==> src/i2a_pkg.sv <==
// ----------------------------------------------------------------------------
// i2a_pkg
// Types and constants for the signed 32-bit integer to decimal text converter.
// ----------------------------------------------------------------------------
`default_nettype none

package i2a_pkg;

    localparam int unsigned VALUE_W   = 32;
    localparam int unsigned CHAR_W    = 6;
    localparam int unsigned NUM_DIGITS = 10;
    localparam int unsigned BCD_W     = 4 * NUM_DIGITS;

    // ascii codes, trimmed to six bits
    localparam logic [CHAR_W-1:0] C_CHAR_MINUS = 6'd45;
    localparam logic [1:0]        C_DIGIT_HI   = 2'b11;   // '0' is 6'b11_0000

    typedef enum logic [3:0] {
        ST_IDLE = 4'b0001,
        ST_CONV = 4'b0010,
        ST_SIGN = 4'b0100,
        ST_EMIT = 4'b1000
    } t_state;

    // double-dabble correction of one bcd digit before the shift
    function automatic logic [3:0] f_add3(input logic [3:0] d);
        logic [3:0] r;
        r = (d >= 4'd5) ? 4'(d + 4'd3) : d;
        return r;
    endfunction

endpackage

`default_nettype wire

==> src/int32_to_decimal_ascii.sv <==
// ----------------------------------------------------------------------------
// int32_to_decimal_ascii
// Converts one signed 32-bit integer into its decimal ascii text, one
// character per beat, sign first, most significant digit next.
// ----------------------------------------------------------------------------
// A value is taken when start is high and busy is low. Its magnitude is turned
// into ten bcd digits by a bit-serial shift-and-add-3 pass, one magnitude bit
// per cycle. Then a '-' beat follows for a negative value, and a scan over
// the bcd register walks the ten digits from the top, one per cycle: leading
// zeros are dropped silently, every other digit leaves as one beat. Busy
// stays high through the conversion, the sign beat and the digit scan, so a
// new value is taken only after the previous one has been fully converted and
// scanned. The final digit leaves in the first cycle in which busy is low,
// and the next value can already be taken in that cycle.
// Each character appears on o_character for exactly one cycle, marked by
// o_strobe, with o_last high on the final digit; the receiver cannot stall
// the block, so it must take every beat as it comes. Zero gives the single
// character '0', and the most negative value gives "-2147483648".
// ----------------------------------------------------------------------------
`default_nettype none

module int32_to_decimal_ascii
    import i2a_pkg::*;
(
    input  wire logic                      i_clk,
    input  wire logic                      i_rst_n,
    input  wire logic                      start,
    output      logic                      busy,
    input  wire logic signed [VALUE_W-1:0] i_value,
    output      logic                      o_strobe,
    output      logic [CHAR_W-1:0]         o_character,
    output      logic                      o_last
);

    // control state
    t_state r_state, n_state;
    logic [4:0] r_bit_cnt, n_bit_cnt;     // magnitude bits shifted so far
    logic [3:0] r_dig_cnt, n_dig_cnt;     // digits still in the bcd register
    logic       r_lead, n_lead;           // still in the leading zeros
    logic       r_strobe, n_strobe;

    // datapath
    logic [VALUE_W-1:0] r_mag, n_mag;
    logic [BCD_W-1:0]   r_bcd, n_bcd;
    logic               r_neg, n_neg;
    logic [CHAR_W-1:0]  r_char, n_char;
    logic               r_last, n_last;

    logic [BCD_W-1:0]   bcd_adj;
    logic [3:0]         top_digit;
    logic               skip_digit;

    // add-3 on every digit in parallel, digits are independent
    always_comb begin
        for (int k = 0; k < NUM_DIGITS; k++) begin
            bcd_adj[4*k +: 4] = f_add3(r_bcd[4*k +: 4]);
        end
    end

    assign top_digit  = r_bcd[BCD_W-1 -: 4];
    assign skip_digit = r_lead && (top_digit == 4'd0) && (r_dig_cnt != 4'd1);

    always_comb begin
        n_state   = r_state;
        n_bit_cnt = r_bit_cnt;
        n_dig_cnt = r_dig_cnt;
        n_lead    = r_lead;
        n_strobe  = 1'b0;
        n_mag     = r_mag;
        n_bcd     = r_bcd;
        n_neg     = r_neg;
        n_char    = r_char;
        n_last    = r_last;

        unique case (r_state)
            ST_IDLE: begin
                if (start) begin
                    n_neg     = i_value[VALUE_W-1];
                    // unsigned negate, so the most negative value stays right
                    n_mag     = i_value[VALUE_W-1] ? (VALUE_W'(0) - $unsigned(i_value))
                                                   : $unsigned(i_value);
                    n_bcd     = '0;
                    n_bit_cnt = '0;
                    n_state   = ST_CONV;
                end
            end
            ST_CONV: begin
                {n_bcd, n_mag} = {bcd_adj, r_mag} << 1;
                n_bit_cnt      = r_bit_cnt + 5'd1;
                if (r_bit_cnt == 5'(VALUE_W - 1)) begin
                    n_dig_cnt = 4'(NUM_DIGITS);
                    n_lead    = 1'b1;
                    n_state   = r_neg ? ST_SIGN : ST_EMIT;
                end
            end
            ST_SIGN: begin
                n_strobe = 1'b1;
                n_char   = C_CHAR_MINUS;
                n_last   = 1'b0;
                n_state  = ST_EMIT;
            end
            ST_EMIT: begin
                n_bcd     = r_bcd << 4;
                n_dig_cnt = r_dig_cnt - 4'd1;
                if (!skip_digit) begin
                    n_lead   = 1'b0;
                    n_strobe = 1'b1;
                    n_char   = {C_DIGIT_HI, top_digit};
                    n_last   = (r_dig_cnt == 4'd1);
                end
                if (r_dig_cnt == 4'd1) begin
                    n_state = ST_IDLE;
                end
            end
            default: begin
                n_state = ST_IDLE;
            end
        endcase
    end

    always_ff @(posedge i_clk) begin
        if (!i_rst_n) begin
            r_state   <= ST_IDLE;
            r_bit_cnt <= '0;
            r_dig_cnt <= '0;
            r_lead    <= 1'b0;
            r_strobe  <= 1'b0;
        end else begin
            r_state   <= n_state;
            r_bit_cnt <= n_bit_cnt;
            r_dig_cnt <= n_dig_cnt;
            r_lead    <= n_lead;
            r_strobe  <= n_strobe;
        end
    end

    always_ff @(posedge i_clk) begin
        r_mag  <= n_mag;
        r_bcd  <= n_bcd;
        r_neg  <= n_neg;
        r_char <= n_char;
        r_last <= n_last;
    end

    assign busy        = (r_state != ST_IDLE);
    assign o_strobe    = r_strobe;
    assign o_character = r_char;
    assign o_last      = r_last;

    // a value's last beat is never followed directly by another beat
    a_last_gap: assert property (@(posedge i_clk) disable iff (!i_rst_n)
        o_strobe && o_last |=> !o_strobe)
        else $error("beat right after last");

    // no beat leaves while the bit-serial conversion runs
    a_conv_quiet: assert property (@(posedge i_clk) disable iff (!i_rst_n)
        (r_state == ST_CONV) |-> !o_strobe)
        else $error("beat during conversion");

    // the minus sign is never the final character
    a_minus_not_last: assert property (@(posedge i_clk) disable iff (!i_rst_n)
        o_strobe && (o_character == C_CHAR_MINUS) |-> !o_last)
        else $error("minus flagged last");

    // every character is a minus sign or a decimal digit
    a_char_legal: assert property (@(posedge i_clk) disable iff (!i_rst_n)
        o_strobe |-> (o_character == C_CHAR_MINUS) ||
                     ((o_character[5:4] == C_DIGIT_HI) && (o_character[3:0] <= 4'd9)))
        else $error("illegal character");

endmodule

`default_nettype wire
==> config.mk <==
export PLATFORM = sky130hd
export DESIGN_NAME = int32_to_decimal_ascii
export DESIGN_NICKNAME = d
export VERILOG_FILES = /design/src/i2a_pkg.sv /design/src/int32_to_decimal_ascii.sv
export SDC_FILE = /design/constraint.sdc
export NUM_CORES = 1
export LEC_CHECK = 0
export BUFFER_PORTS_ARGS = -buffer_cell sky130_fd_sc_hd__clkbuf_2
export CAP_MARGIN = 5
export CORE_AREA = 2 2 95 97
export DETAILED_ROUTE_END_ITERATION = 6
export DIE_AREA = 0 0 97 99
export GPL_TIMING_DRIVEN = 0
export PLACE_DENSITY_LB_ADDON = 0.05
export SLEW_MARGIN = 10
export SYNTH_ARGS = -nofsm -noshare
export SYNTH_HDL_FRONTEND = slang
export SYNTH_SLANG_ARGS = --single-unit
==> constraint.sdc <==
create_clock -name i_clk -period 10.2 [get_ports i_clk]
set_input_delay 0 -clock i_clk [delete_from_list [all_inputs] [get_ports i_clk]]
set_output_delay 0 -clock i_clk [all_outputs]
set_load 0.05 [all_outputs]
==> flow_summary.ini <==
[min_path]
min_delay_worst_endpoint = r_mag[0]
hp-class = input port to flip-flop
holdPathStages = 3
min_from = i_value[0]

[sta]
hold_viol_final = 0
period_minus_slack_ns = 3.076
skew_ns = 0.01235
fmax_mhz = 325.1
max_slew_margin_pct = 47.61
post-route-period-util_pct = 30.15
worst_slew_pin_slew_ns = 0.7859
setup_violations = 0
finalSetupTns_ns = 0
rsz0062_at_grt = no
drv_slew = 0

[finish]
utilization_pct = 71.32
diodes = 0
layout_commonest_cell = edfxtp_1
syn_to_final_growth_pct = 11.48
final_cell_mix = edfxtp_1 (79), o21ai_0 (59), nand2_1 (52), a21oi_1 (42), clkbuf_2 (42)
drive_above_1_share_pct = 11.70
final_cells = 715
final_nets = 663

[critical_path]
max_stage_delay_ns = 0.71
r2r_slack_ns = 7.12
critPathRequiredTime_ns = 10.19
crit_fanout = 32
crit_chain = or4b_2, clkbuf_1, buf_1, buf_1, nand2_2
critical_path_arrival_ns = 3.07
critical_path.most_common_cell = buf_1
path_class = flip-flop to flip-flop
end_kind = flip-flop
slowest_stage = or4b_2
crit_buf_inv = 3
r2r-start = r_state[3]
reg2regPathDepth = 5
path_depth = 5
r2r-end = r_mag[17]
crit_family = simple AND/OR/NAND/NOR gates
cp-start-kind = flip-flop

[clocking]
clock_path_buffers = 2
cts_setup_buffers = 0
clkSinkCount = 94
cts_tree = yes
cts-root-buf = clkbuf_8
htreeDepth = 3
clock_latency_ns = 0.36
clkTransAtPathRegs_ns = 0.10
cts_buffers = 9

[yosys]
syn-cell-area_mm2 = 0.005470
synthAdderAreaFrac_pct = 5.947
ys_async_sr_fraction_pct = 0
yosysSeqAreaShare_pct = 48.86
synth_top_family_by_area = compound AO/OA/AOI/OAI gates
synth-xor-area-share_pct = 6.725
postSynthCellCount = 546
muxShareOfSynthArea_pct = 0.7548
synth_compound_area_share_pct = 17.86
avgSynthCellArea_um2 = 10.02
syn-num-nets = 607
ys_ff_latch = 94
synthFlopType = edfxtp_1
synth-simple-area-share_pct = 16.15
synth_edf_count = 79
ys_types = 50
yosysWarnings = 0

[grt]
grt_pass1_wl_um = 20800
antenna_found_initial = 0
overflow = 0
grt_start_max_net_pins = 33
grt_pass1_vias = 4387
grt_use_total_pct = 26.94

[floorplanning]
start_util_pct = 63.97
rows = 34
die_width_um = 97
die-area_mm2 = 0.009603
ios = 44
core_mm2 = 0.008551
fp.dieH_um = 99

[placed_design]
placedCellCount = 697
routabilityCongestion = 0.9010
io_buffers = 42
dp_hpwl_um = 8823

[detailed_routing]
first_pass_iters = 5
drc = 0
routed_wl_um = 12590
routedWlPerCell_um = 17.61
ant_nets = 0
drt_iter0_markers = 291
vias = 4446
via_per_inst = 6.218

[power]
total_leakage_power_uw = 0.002217
power-per-cell-area_mw_per_mm2 = 163.7
vdd.ir_drop.worst_mv = 0.08997

[outcome]
status = finished, final reports clean

[job]
maxCapViolations = 0
[Yosys cell counts (5+ instances only)]
cell type | count | area share [%]
o21ai_0 | 59 | 5.4
a21oi_1 | 42 | 3.8
o41ai_1 | 8 | 1.3
nor3_1 | 5 | 0.46
o32ai_1 | 7 | 1.1
nor2_1 | 36 | 2.5
edfxtp_1 | 79 | 43
nand2_1 | 53 | 3.6
a22o_1 | 9 | 1.4
dfxtp_1 | 15 | 5.5
nand3_1 | 11 | 1.0
o22ai_1 | 11 | 1.3
inv_1 | 28 | 1.9
xnor2_1 | 14 | 2.2
nand2b_1 | 16 | 1.8
o31ai_1 | 8 | 1.1
nor3b_1 | 15 | 2.1
xor2_1 | 28 | 4.5
ha_1 | 26 | 5.9
clkbuf_1 | 19 | 1.3
[final cells by class]
class,count,area [µm²]
plain buffers,23,90.09
clock buffers,12,187.7
clock inverters,4,30.03
fillers,640,2452
inverters,29,108.9
multi-input cells,400,2616
flip-flops and latches,94,2673
well taps,108,135.1
repair buffers,45,257.7
[routing by layer]
layer	global-route usage (%)	up-vias	routed length, µm
met1	33.16	2125	5210
met3	3.901	24	743
met5	0	-	0
met4	10.62	0	240
li1	-	2134	-
met2	48.08	163	6397
[flip-flops by register name (all words and copies together), names as in the netlist]
name and count:
o_strobe 1, r_bit_cnt 5, r_state 4, o_character 5, r_bcd 40, r_dig_cnt 4, r_lead 1, r_mag 32
r_neg 1, o_last 1
[worst min-delay path, cell delays in order]
cell	delay, ns
clkbuf_2	0.10
inv_1	0.06
nor2_1	0.11
[stage by stage]
stage / area [µm²] / setup WS [ns] / hold slack (ns) / power, µW
final: 6098 / 7.124 / 0.03234 / 998.4
after global routing: 6098 / 6.968 / 0.05302 / 1050
after CTS: 6098 / 7.134 / 0.03095 / 997.6
after detailed placement: 5861 / 7.167 / 0.2573 / 737.2
after global placement: 5816 / 5.185 / 0.2491 / 721.0
after floorplan: 5470 / 6.307 / 0.09127 / 668.2
[repair_timing]
item                       in CTS  in global routing
gates resized for setup         0                  0
setup endpoints to repair       0                  0
hold endpoints to repair        6                  0
hold buffers                    2                  0
[worst max-delay path by stage]
| stage | end | from |
|---|---|---|
| floorplan | r_bcd[0] | r_state[3] |
| global placement | r_bcd[21] | r_state[3] |
| detailed placement | r_mag[11] | r_state[3] |
| CTS | r_mag[17] | r_state[3] |
| global route | r_mag[19] | r_state[3] |
| finish | r_mag[17] | r_state[3] |
[report_power, final]
part	internal, µW	switching, µW	total [µW]
Sequential	480	35.7	516
Combinational	82.9	134	217
Clock	127	139	266
[logic make-up (layout without fill, tap and decap cells)]
logic type,Yosys count,after routing
DFF,94,94
xor gates and xnor gates,42,42
other,1,1
buffers and inverters,52,113
adders and majority gates,26,26
and+or+nand+nor,166,166
muxes,4,4
AOI/OAI and AO/OA,161,161
No activity file was read; power rests on OpenSTA's default activity.
